<file path="src/psa_pkg.sv">
// Shared widths, payload types, cell token types and helpers of the priority scheduler.
package psa_pkg;

	localparam int MAX_PROC = 16;
	localparam int IDX_W    = (MAX_PROC > 1) ? $clog2(MAX_PROC) : 1;
	localparam int CNT_W    = $clog2(MAX_PROC + 1);

	localparam int TIME_W   = 16;
	localparam int PRI_IN_W = 10;
	localparam int PRI_W    = 11;
	localparam int ID_W     = 5;
	localparam int CLK_W    = 21;
	localparam int SUM_W    = 25;

	localparam logic [PRI_W-1:0] PRI_MAX   = '1;
	localparam logic [1:0]       AGE_PICK  = 2'd1;
	localparam logic [1:0]       AGE_OTHER = 2'd2;

	typedef struct packed {
		logic [TIME_W-1:0]   arrival_time;
		logic [TIME_W-1:0]   service_time;
		logic [PRI_IN_W-1:0] start_priority;
		logic                last_job;
	} job_t;

	typedef struct packed {
		logic [ID_W-1:0]   job_id;
		logic [TIME_W-1:0] job_arrival;
		logic [TIME_W-1:0] job_service;
		logic [PRI_W-1:0]  aged_priority;
		logic [CLK_W-1:0]  completion_time;
		logic [CLK_W-1:0]  waiting_time;
		logic [CLK_W-1:0]  turnaround_time;
		logic [SUM_W-1:0]  total_waiting;
		logic [SUM_W-1:0]  total_turnaround;
		logic              last_result;
	} res_t;

	// One candidate job carried along the cell row.
	typedef struct packed {
		logic              found;
		logic [IDX_W-1:0]  id;
		logic [TIME_W-1:0] arr;
		logic [TIME_W-1:0] svc;
		logic [PRI_W-1:0]  pri;
	} cand_t;

	// Scan token: best ready job, and best job among the earliest arrivals.
	typedef struct packed {
		logic  live;
		cand_t rdy;
		cand_t mn;
	} tok_t;

	// Controls broadcast from the controller to every cell.
	typedef struct packed {
		logic                load;
		logic [IDX_W-1:0]    load_idx;
		logic [TIME_W-1:0]   arr;
		logic [TIME_W-1:0]   svc;
		logic [PRI_IN_W-1:0] pri;
		logic                clear;
		logic                commit;
		logic [IDX_W-1:0]    pick;
		logic [CLK_W-1:0]    clock;
	} bcast_t;

	typedef enum logic [1:0] {
		ST_LOAD,
		ST_SCAN,
		ST_FIN,
		ST_OUT
	} state_t;

	function automatic logic [PRI_W-1:0] age_add(input logic [PRI_W-1:0] p,
			input logic [1:0] d);
		logic [PRI_W:0] s;
		s = {1'b0, p} + {{(PRI_W-1){1'b0}}, d};
		return s[PRI_W] ? PRI_MAX : s[PRI_W-1:0];
	endfunction

endpackage

</file>
<file path="src/psa_if.sv">
// Valid/ready channel interfaces for job items and result items.
interface psa_job_if;
	import psa_pkg::*;
	logic valid;
	logic ready;
	job_t data;
	modport source(output valid, output data, input ready);
	modport sink(input valid, input data, output ready);
endinterface

interface psa_res_if;
	import psa_pkg::*;
	logic valid;
	logic ready;
	res_t data;
	modport source(output valid, output data, input ready);
	modport sink(input valid, input data, output ready);
endinterface

</file>
<file path="src/psa_cell.sv">
// One job slot of the scheduler row: holds a job, ages it and refines the passing scan token.
module psa_cell (
	input  logic                   clk,
	input  logic                   arst_n,
	input  logic [psa_pkg::IDX_W-1:0] idx,
	input  psa_pkg::bcast_t        bc,
	input  psa_pkg::tok_t          tin,
	output psa_pkg::tok_t          tout
);
	import psa_pkg::*;

	logic              valid_q;
	logic              done_q;
	logic [TIME_W-1:0] arr_q;
	logic [TIME_W-1:0] svc_q;
	logic [PRI_W-1:0]  pri_q;
	logic              live_q;
	cand_t             rdy_q;
	cand_t             mn_q;

	logic  active;
	logic  is_ready;
	logic  take_rdy;
	logic  take_mn;
	logic  hit_load;
	logic  is_pick;
	cand_t mine;

	assign active   = valid_q && !done_q;
	assign is_ready = active && (CLK_W'(arr_q) <= bc.clock);
	assign hit_load = bc.load && (bc.load_idx == idx);
	assign is_pick  = (bc.pick == idx);

	// Strict comparisons keep the earlier cell on a full tie, which is the lower id.
	assign take_rdy = is_ready && (!tin.rdy.found || (pri_q > tin.rdy.pri) ||
		((pri_q == tin.rdy.pri) && (arr_q < tin.rdy.arr)));
	assign take_mn  = active && (!tin.mn.found || (arr_q < tin.mn.arr) ||
		((arr_q == tin.mn.arr) && (pri_q > tin.mn.pri)));

	always_comb begin
		mine.found = 1'b1;
		mine.id    = idx;
		mine.arr   = arr_q;
		mine.svc   = svc_q;
		mine.pri   = pri_q;
	end

	always_ff @(posedge clk or negedge arst_n) begin
		if (!arst_n) begin
			valid_q <= 1'b0;
			done_q  <= 1'b0;
			live_q  <= 1'b0;
		end else begin
			live_q <= tin.live;
			if (bc.clear) begin
				valid_q <= 1'b0;
				done_q  <= 1'b0;
			end else if (hit_load) begin
				valid_q <= 1'b1;
				done_q  <= 1'b0;
			end else if (bc.commit && active && is_pick) begin
				done_q <= 1'b1;
			end
		end
	end

	always_ff @(posedge clk) begin
		if (hit_load) begin
			arr_q <= bc.arr;
			svc_q <= bc.svc;
			pri_q <= PRI_W'(bc.pri);
		end else if (bc.commit && active) begin
			pri_q <= age_add(pri_q, is_pick ? AGE_PICK : AGE_OTHER);
		end
		rdy_q <= take_rdy ? mine : tin.rdy;
		mn_q  <= take_mn ? mine : tin.mn;
	end

	always_comb begin
		tout.live = live_q;
		tout.rdy  = rdy_q;
		tout.mn   = mn_q;
	end

endmodule

</file>
<file path="src/psa_ctrl.sv">
// Scheduler controller: loads jobs into the row, launches scans and forms each result.
module psa_ctrl (
	input  logic            clk,
	input  logic            arst_n,
	psa_job_if.sink         job,
	psa_res_if.source       res,
	input  psa_pkg::tok_t   tail,
	output psa_pkg::tok_t   head,
	output psa_pkg::bcast_t bc
);
	import psa_pkg::*;

	state_t            state_q;
	state_t            state_d;
	logic [CNT_W-1:0]  count_q;
	logic [CNT_W-1:0]  left_q;
	logic [CLK_W-1:0]  clock_q;
	logic [IDX_W-1:0]  pick_q;
	logic [TIME_W-1:0] parr_q;
	logic [TIME_W-1:0] psvc_q;
	logic [PRI_W-1:0]  ppri_q;
	logic [CLK_W-1:0]  turn_q;
	logic [CLK_W-1:0]  wait_q;
	logic [SUM_W-1:0]  wsum_q;
	logic [SUM_W-1:0]  tsum_q;
	logic              head_live_q;
	logic              res_valid_q;
	res_t              res_q;

	logic             full;
	logic             last;
	logic             inject;
	logic             res_load;
	cand_t            chosen;
	logic [CLK_W-1:0] base;
	logic [SUM_W-1:0] wsum_nx;
	logic [SUM_W-1:0] tsum_nx;

	assign full    = (count_q == CNT_W'(MAX_PROC));
	assign last    = (left_q == CNT_W'(1));
	// With nothing ready the clock jumps to the earliest pending arrival.
	assign chosen  = tail.rdy.found ? tail.rdy : tail.mn;
	assign base    = tail.rdy.found ? clock_q : CLK_W'(tail.mn.arr);
	assign wsum_nx = wsum_q + SUM_W'(wait_q);
	assign tsum_nx = tsum_q + SUM_W'(turn_q);

	always_ff @(posedge clk or negedge arst_n) begin
		if (!arst_n) begin
			state_q <= ST_LOAD;
		end else begin
			state_q <= state_d;
		end
	end

	always_comb begin
		state_d     = state_q;
		job.ready   = 1'b0;
		inject      = 1'b0;
		res_load    = 1'b0;
		bc.load     = 1'b0;
		bc.load_idx = count_q[IDX_W-1:0];
		bc.arr      = job.data.arrival_time;
		bc.svc      = job.data.service_time;
		bc.pri      = job.data.start_priority;
		bc.clear    = 1'b0;
		bc.commit   = 1'b0;
		bc.pick     = pick_q;
		bc.clock    = clock_q;
		case (state_q)
			ST_LOAD: begin
				job.ready = 1'b1;
				if (job.valid) begin
					bc.load = !full;
					if (job.data.last_job) begin
						inject  = 1'b1;
						state_d = ST_SCAN;
					end
				end
			end
			ST_SCAN: begin
				if (tail.live) begin
					state_d = ST_FIN;
				end
			end
			ST_FIN: begin
				state_d = ST_OUT;
			end
			ST_OUT: begin
				if (!res_valid_q || res.ready) begin
					res_load  = 1'b1;
					bc.commit = 1'b1;
					if (last) begin
						bc.clear = 1'b1;
						state_d  = ST_LOAD;
					end else begin
						inject  = 1'b1;
						state_d = ST_SCAN;
					end
				end
			end
			default: begin
				state_d = ST_LOAD;
			end
		endcase
	end

	always_ff @(posedge clk or negedge arst_n) begin
		if (!arst_n) begin
			count_q     <= '0;
			left_q      <= '0;
			head_live_q <= 1'b0;
			res_valid_q <= 1'b0;
		end else begin
			head_live_q <= inject;
			if (bc.load) begin
				count_q <= count_q + CNT_W'(1);
			end
			if (state_q == ST_LOAD && job.valid && job.data.last_job) begin
				left_q <= full ? count_q : count_q + CNT_W'(1);
			end else if (res_load) begin
				left_q <= left_q - CNT_W'(1);
			end
			if (bc.clear) begin
				count_q <= '0;
			end
			if (res_load) begin
				res_valid_q <= 1'b1;
			end else if (res.ready) begin
				res_valid_q <= 1'b0;
			end
		end
	end

	always_ff @(posedge clk) begin
		if (state_q == ST_LOAD && job.valid && job.data.last_job) begin
			clock_q <= '0;
			wsum_q  <= '0;
			tsum_q  <= '0;
		end
		if (state_q == ST_SCAN && tail.live) begin
			clock_q <= base + CLK_W'(chosen.svc);
			pick_q  <= chosen.id;
			parr_q  <= chosen.arr;
			psvc_q  <= chosen.svc;
			ppri_q  <= age_add(chosen.pri, AGE_PICK);
		end
		if (state_q == ST_FIN) begin
			turn_q <= clock_q - CLK_W'(parr_q);
			wait_q <= clock_q - CLK_W'(parr_q) - CLK_W'(psvc_q);
		end
		if (res_load) begin
			wsum_q                 <= wsum_nx;
			tsum_q                 <= tsum_nx;
			res_q.job_id           <= ID_W'({1'b0, pick_q} + {{IDX_W{1'b0}}, 1'b1});
			res_q.job_arrival      <= parr_q;
			res_q.job_service      <= psvc_q;
			res_q.aged_priority    <= ppri_q;
			res_q.completion_time  <= clock_q;
			res_q.waiting_time     <= wait_q;
			res_q.turnaround_time  <= turn_q;
			res_q.total_waiting    <= wsum_nx;
			res_q.total_turnaround <= tsum_nx;
			res_q.last_result      <= last;
		end
	end

	always_comb begin
		head.live = head_live_q;
		head.rdy  = '0;
		head.mn   = '0;
	end

	assign res.valid = res_valid_q;
	assign res.data  = res_q;

endmodule

</file>
<file path="src/priority_scheduler_with_aging_core.sv">
// Top level of the non-preemptive priority scheduler with aging.
// Jobs are taken one per cycle while loading and numbered from 1; the job marked last_job
// closes the set and starts scheduling, and one result per stored job follows in dispatch
// order. Each dispatch sends a scan token down the row of MAX_PROC job cells, one cell
// per cycle, then registers the pick and the new clock, works out the waiting and
// turnaround times in ST_FIN and issues the result in ST_OUT once the result register
// is free. No job is taken while a set is being scheduled; the next set may load while
// the final result still waits to be taken.
module priority_scheduler_with_aging_core (
	input  logic      clk,
	input  logic      arst_n,
	psa_job_if.sink   job,
	psa_res_if.source res
);
	import psa_pkg::*;

	tok_t   tok [MAX_PROC+1];
	bcast_t bc;

	psa_ctrl u_ctrl (
		.clk    (clk),
		.arst_n (arst_n),
		.job    (job),
		.res    (res),
		.tail   (tok[MAX_PROC]),
		.head   (tok[0]),
		.bc     (bc)
	);

	for (genvar g = 0; g < MAX_PROC; g++) begin : g_cell
		psa_cell u_cell (
			.clk    (clk),
			.arst_n (arst_n),
			.idx    (IDX_W'(g)),
			.bc     (bc),
			.tin    (tok[g]),
			.tout   (tok[g+1])
		);
	end

endmodule

</file>
<file path="src/flat_wrapper.sv">
// flat-port wrapper written by rule: the top's interface ports become plain ports
module priority_scheduler_with_aging_core_flat import psa_pkg::*;
  (clk, arst_n, job_valid, job_data, job_ready, res_valid, res_data, res_ready);
  psa_job_if job_i ();
  psa_res_if res_i ();
  input  logic clk;
  input  logic arst_n;
  input wire logic [$bits(job_i.valid)-1:0] job_valid;
  input wire logic [$bits(job_i.data)-1:0] job_data;
  output wire logic [$bits(job_i.ready)-1:0] job_ready;
  output wire logic [$bits(res_i.valid)-1:0] res_valid;
  output wire logic [$bits(res_i.data)-1:0] res_data;
  input wire logic [$bits(res_i.ready)-1:0] res_ready;
  assign job_i.valid = job_valid;
  assign job_i.data = job_data;
  assign job_ready = job_i.ready;
  assign res_valid = res_i.valid;
  assign res_data = res_i.data;
  assign res_i.ready = res_ready;
  priority_scheduler_with_aging_core u_core (.clk(clk), .arst_n(arst_n), .job(job_i), .res(res_i));
endmodule
</file>
<file path="config.mk">
export PLATFORM = sky130hd
export DESIGN_NAME = priority_scheduler_with_aging_core_flat
export DESIGN_NICKNAME = d
export VERILOG_FILES = /design/src/psa_pkg.sv /design/src/psa_if.sv /design/src/psa_cell.sv /design/src/psa_ctrl.sv /design/src/priority_scheduler_with_aging_core.sv /design/src/flat_wrapper.sv
export SDC_FILE = /design/constraint.sdc
export NUM_CORES = 2
export LEC_CHECK = 0
export ABC_AREA = 1
export BUFFER_PORTS_ARGS = -buffer_cell sky130_fd_sc_hd__buf_2
export CORE_ASPECT_RATIO = 0.75
export CORE_UTILIZATION = 51
export DETAILED_ROUTE_END_ITERATION = 10
export GPL_TIMING_DRIVEN = 1
export PLACE_DENSITY = 0.73
export SYNTH_ARGS = -nofsm -noshare
export SYNTH_HDL_FRONTEND = slang
export SYNTH_SLANG_ARGS = --single-unit
</file>
<file path="constraint.sdc">
create_clock -name clk -period 6.8 [get_ports clk]
set_input_delay 0.34 -clock clk [delete_from_list [all_inputs] [get_ports clk]]
set_output_delay 0.34 -clock clk [all_outputs]
set_load 0.05 [all_outputs]
</file>
[After elaboration in Yosys (flattened, before gate mapping)]
Index checks and enable logic that the tools add are counted.
Word-level totals
  output and inout port bits: 164
  register bits after elaboration: 2577
  logic and storage cells: 978
Operators by class
  $add $sub $neg: 25
  multiplexer cells: 207
  reduce and logical (&&, ||, !) cells: 308
  equality and inequality tests: 69
  order comparisons: 76
Operators by type and width (number)
  43-bit two-way mux: 30
  16-bit < comparator: 30
  16-bit by 21-bit less-or-equal comparator with 1-bit output: 16
  11-bit > comparator: 30
  10-bit two-way mux: 32
  16-bit == test: 15
  11-bit by 2-bit adder with 12-bit output: 16
  11-bit two-way mux: 16
  11-bit == test: 15
  1-bit logical AND: 143
  1-bit two-way mux: 93
  25-bit two-way mux: 3
  2-bit nonzero test: 36
  4-bit == test, second input constant: 16
  21-bit two-way mux: 3
  1-bit logical OR: 61
  25-bit by 21-bit adder with 25-bit output: 2
  1-bit logical NOT: 48
  3-bit nonzero test: 16
  47-bit two-way mux: 1
  2-bit two-way mux: 22
  21-bit by 16-bit subtractor with 21-bit output: 2
  4-bit by 3-bit == test with 1-bit output, second input constant: 8
  5-bit two-way mux: 5
  17 further kinds: 26

[Logic depth before layout (Yosys ltp)]
  depth after elaboration: 9
  gate-level depth with buffers: 21
  gate-level depth less buffers: 20

[By module]
Synthesis repeated with hierarchy kept, for this count alone.
Unflattened totals
  cell total of the unflattened synthesis: 15875
  area, all modules: 131661.3 µm²
By module, submodules not included
  psa_cell at u_core.g_cell[0].u_cell ...: instances 7, area an instance 7055.5 µm², sequential area each 3278.1 µm², cells an instance 871
  psa_cell at u_core.g_cell[14].u_cell ...: instances 7, area an instance 7053.0 µm², sequential area each 3278.1 µm², cells an instance 870
  psa_ctrl: instances 1, area an instance 18768.0 µm², sequential area each 10019.6 µm², cells an instance 1944
  psa_cell at u_core.g_cell[1].u_cell: instances 1, area an instance 7099.3 µm², sequential area each 3278.1 µm², cells an instance 873
  psa_cell at u_core.g_cell[13].u_cell: instances 1, area an instance 7026.7 µm², sequential area each 3278.1 µm², cells an instance 869
  priority_scheduler_with_aging_core: instances 1, area an instance 7.5 µm², sequential area each 0.0 µm², cells an instance 2

[Least setup slack after synthesis]
Ideal clock, no wire load.
  path kind: register to register
  start: register u_core.u_ctrl.res_valid_q (netlist: u_core.u_ctrl.res.valid)
  end: register u_core.u_ctrl.tsum_q[10] (data pin)
  library setup time: 0.167 ns
  cell stages (with the launch flop): 6
  path buffers: 1
  clock period less this slack: 6.066 ns
  arrival: 5.900 ns
  slack: 0.734 ns
  cell sequence: dfrtp_1 -> inv_1 -> nor2_1 -> nor2_2 -> clkbuf_1 -> and2_1
On the way
  longest elaborated chain between the ends: 5
RTL lines
  from (decl): line psa_ctrl.sv:27  | logic res_valid_q;
  from (signal assigned): line psa_ctrl.sv:112  | res_valid_q <= 1'b0;
  from (signal assigned): line psa_ctrl.sv:127  | res_valid_q <= 1'b1;
  from (signal assigned): line psa_ctrl.sv:129  | res_valid_q <= 1'b0;
  1-bit logical NOT: line psa_ctrl.sv:89  | if (!res_valid_q || res.ready) begin
  1-bit logical OR: line psa_ctrl.sv:89
  1-bit two-way mux: line psa_ctrl.sv:89
  1-bit two-way mux: line psa_ctrl.sv:69  | case (state_q)
  named net u_core.u_ctrl.res_load: line psa_ctrl.sv:33  | logic res_load;
  25-bit two-way mux: line psa_ctrl.sv:151  | if (res_load) begin
  to (signal assigned): line psa_ctrl.sv:153  | tsum_q <= tsum_nx;
  to (decl): line psa_ctrl.sv:25  | logic [SUM_W-1:0] tsum_q;
The timed path passes the listed nets, and every way through them passes these cells.
A chain may end at the register's enable or synchronous reset.

[Final worst setup path]
  start: register u_core.g_cell[3].u_cell.arr_q[15]
  end: register u_core.g_cell[3].u_cell.rdy_q (netlist bit u_core.g_cell[3].u_cell.tout[79])
On the way
  longest elaborated chain between the ends: 5
RTL lines
  from (decl): line psa_cell.sv:14  | logic [TIME_W-1:0] arr_q;
  from (signal assigned): line psa_cell.sv:69  | arr_q <= bc.arr;
  16-bit < comparator: line psa_cell.sv:36  | ((pri_q == tin.rdy.pri) && (arr_q < tin.rdy.arr)));
  1-bit logical AND: line psa_cell.sv:36
  1-bit logical OR: line psa_cell.sv:35  | assign take_rdy = is_ready && (!tin.rdy.found || (pri_q > tin.rdy.pri) ||
  1-bit logical AND *: line psa_cell.sv:35
  43-bit two-way mux *: line psa_cell.sv:75  | rdy_q <= take_rdy ? mine : tin.rdy;
  to (signal assigned): line psa_cell.sv:75
  to (decl): line psa_cell.sv:18  | cand_t rdy_q;
Every way passes the cells marked *; elsewhere a longest branch is shown, timed or not.

==> flow_summary.json <==
{
  "grt_max_degree": 62,
  "period_share_pct": 61.4,
  "synth_warnings": 0,
  "clk_root_buffer_cell": "clkbuf_16",
  "cts.clk_slew.worst_paths_ns": 0.07,
  "critPathTopFamily": "simple AND/OR/NAND/NOR gates",
  "cts_buffers": 268,
  "path_common_cell": "nand2_1",
  "clkSinkCount": 2577,
  "crit_buf_inv": 1,
  "grtUsageTotal_pct": 30.3,
  "hold_buffers": 14,
  "dr_total_vias": 99100,
  "numPortBuffers": 210,
  "nets": 15300,
  "p_per_area_mw_per_mm2": 532,
  "synth_cells": 13900,
  "dp_hpwl_mm": 274,
  "end_kind": "flop",
  "multi_input_area_mm2": 0.0524,
  "fmax_mhz": 239,
  "place_inst": 16900,
  "finalPower_mw": 71.9,
  "crit_path_cell_trace": "ha_1, a21oi_1, o21ai_0, a21oi_1, nand3_1, nand2_1, buf_4, nand2_2, nand2_1, nand2_1",
  "synth_top_area_cell": "dfxtp_1",
  "dr.pass1.iters": 8,
  "fillCellCount": 20500,
  "grt_overflow_total": 0,
  "wl_per_cell_um": 21.3,
  "final_common_cell": "nand2_1",
  "post-place-ws_ns": 2.78,
  "cts_resized": 0,
  "critPathMaxStageDelay_ns": 0.87,
  "maxCapViolCount": 0,
  "final_util_pct": 57.2,
  "ctsLongestPathBuffers": 4,
  "synthesis.area_mm2": 0.122,
  "clkPwrFrac_pct": 20.7,
  "p_int_mw": 40.1,
  "synthFlopType": "dfxtp_1",
  "period_needed_ns": 4.18,
  "final_cell_mix": "4,065 x nand2_1, 1,520 x dfxtp_1, 1,514 x inv_1",
  "via_per_inst": 5.69,
  "die_y_um": 425,
  "tritoncts": "yes",
  "slew_violations": 0,
  "p_sw_share_pct": 44.2,
  "drt_wl_total_mm": 371,
  "start_util_pct": 51.6,
  "drt_iter0_drc": 13100,
  "register_area_mm2": 0.0619,
  "p_switching_mw": 31.7,
  "dieArea_mm2": 0.241,
  "synth_seq_cells": 2577,
  "fin_ws_ns": 2.62,
  "synth_area_per_cell_um2": 8.77,
  "power_frac_comb_pct": 43.0,
  "h-tree-depth": 5,
  "required_ns": 7.54,
  "arrival_ns": 4.92,
  "cp_slowest_cell": "a21oi_1",
  "worstPathMaxFanout": 46,
  "synth_top_area_share_pct": 25.0,
  "finalSetupTns_ns": 0,
  "async_reset_ff_share_pct": 2.41,
  "max_slew_margin_pct": 23.4,
  "path_class": "reg2reg",
  "drive_above_1_share_pct": 5.91,
  "synth_edf_count": 994,
  "grt_pass1_vias": 92200,
  "tightest_slew_ns": 1.15,
  "drcViolationCount": 0,
  "synthTopCellsByArea": "dfxtp_1 25%, edfxtp_1 25%, nand2_1 13%",
  "ys_types": 56,
  "finalNonFillerCells": 17400,
  "whs_path_depth": 1,
  "min_path_type": "in2reg",
  "core_area_mm2": 0.236,
  "grt_pass1_wl_mm": 560,
  "rsz0062_at_grt": "no",
  "chipWidth_um": 566,
  "synth-seq-area-share_pct": 50.8,
  "synthesis.nets": 15100,
  "outcome": "completed",
  "placementRows": 154,
  "setup_viol_count_final": 0,
  "pwr-share-seq_pct": 36.3,
  "area_growth_pct": 10.8,
  "path_depth": 10,
  "detail-route-antenna-nets": 0,
  "peakVddDrop_mv": 0.444,
  "power.leakage_nw": 63.9,
  "gp_congestion": 1.00,
  "pin_count": 211,
  "finalClockSkew_ns": 0.0524,
  "hold_viol": 0,
  "start_kind": "flop",
  "reg2regPathDepth": 10,
  "grt_antenna_before_repair": 12,
  "insertion_delay_ns": 0.88,
  "post_cts_buffers": 0
}
[cell families after synthesis]
kind of cell / synth area share (%)
muxes: 0.0164
xor gates and xnor gates: 1.40
DFF: 50.8
buffers and inverters: 6.33
and+or+nand+nor: 22.7
AOI/OAI and AO/OA: 6.23
adders and majority gates: 12.6
[Yosys cell counts, types with 29 or more instances]
library cell,number
nand2_1,4067
inv_1,1523
dfxtp_1,1521
nand3_1,1504
ha_1,1188
edfxtp_1,994
a21oi_1,702
nor2_1,585
o21ai_0,328
clkbuf_1,268
nand4_1,171
buf_2,148
nor3_1,136
a22oi_1,109
xor2_1,102
xnor2_1,92
dfrtp_1,62
o21a_1,47
nor4_1,41
nand3b_1,29
[layer usage]
layer  global-route usage (%)  vias up  share of wire, %
met5                        0        -             0.011
met4                     8.79        6               2.9
met3                     7.79      673                13
met2                     42.4     5512                39
met1                     45.6    46400                44
li1                         -    46500                 -
[area by class of cell]
| class | instances | area share, % |
|---|---|---|
| sequential | 2577 | 45.8 |
| tap | 3120 | 2.89 |
| clock buffer | 366 | 5.65 |
| antenna | 3 | 0.00556 |
| inverter | 1528 | 4.25 |
| multi-input combinational | 9342 | 38.8 |
| clock inverter | 114 | 0.852 |
| timing repair buffer | 371 | 1.70 |
[per-stage QoR]
step / hold WS [ns] / instance area [um^2]
after global routing: 0.0137 / 135000
after detailed placement: 0.276 / 126000
after global placement: 0.274 / 126000
final: 0.0307 / 135000
after CTS: 0.00412 / 135000
after floorplan: 0.0444 / 122000
[path summary, 6_finish.rpt]
kind                                                               end  slack (ns)                                         from
setup / recovery              u_core.g_cell[3].u_cell.tout[79]$_DFF_P_        2.62  u_core.g_cell[3].u_cell.arr_q[15]$_DFFE_PP_
hold / removal             u_core.g_cell[3].u_cell.svc_q[13]$_DFFE_PP_        0.03                                 job_data[24]
setup reg to reg              u_core.g_cell[3].u_cell.tout[79]$_DFF_P_        2.62  u_core.g_cell[3].u_cell.arr_q[15]$_DFFE_PP_
hold reg to reg               u_core.g_cell[7].u_cell.live_q$_DFF_PN0_        0.33     u_core.g_cell[6].u_cell.live_q$_DFF_PN0_
max in group asynchronous  u_core.g_cell[4].u_cell.valid_q$_DFFE_PN0N_        5.23                                       arst_n
min in group asynchronous  u_core.g_cell[6].u_cell.valid_q$_DFFE_PN0N_        0.37                                       arst_n
[power by group through the flow]
| stage | sequential [mW] | clock (mW) | combinational, mW |
|---|---|---|---|
| global placement | 26.3 | 0 | 29.2 |
| global route | 26.5 | 15.6 | 34.3 |
| detailed placement | 26.2 | 0 | 29.8 |
| CTS | 26.0 | 15.0 | 30.1 |
| floorplan | 25.8 | 0 | 20.2 |
| finish | 26.1 | 14.9 | 30.9 |
[flip-flops by register name, indices dropped and copies added, names as in the netlist]
register,count
u_core.g_cell.u_cell.done_q,16
u_core.u_ctrl.state_q,2
u_core.u_ctrl.psvc_q,16
u_core.u_ctrl.res.data,162
u_core.u_ctrl.wsum_q,25
u_core.u_ctrl.ppri_q,11
u_core.g_cell.u_cell.pri_q,176
u_core.u_ctrl.res.valid,1
u_core.u_ctrl.turn_q,21
u_core.g_cell.u_cell.arr_q,256
u_core.g_cell.u_cell.tout,1505
u_core.u_ctrl.pick_q,4
u_core.g_cell.u_cell.svc_q,256
u_core.u_ctrl.clock_q,21
u_core.g_cell.u_cell.valid_q,16
u_core.u_ctrl.left_q,5
u_core.u_ctrl.wait_q,21
u_core.g_cell.u_cell.live_q,16
u_core.u_ctrl.head_live_q,1
u_core.u_ctrl.count_q,5
u_core.u_ctrl.parr_q,16
u_core.u_ctrl.tsum_q,25
Power figures use the tool's default switching activity.
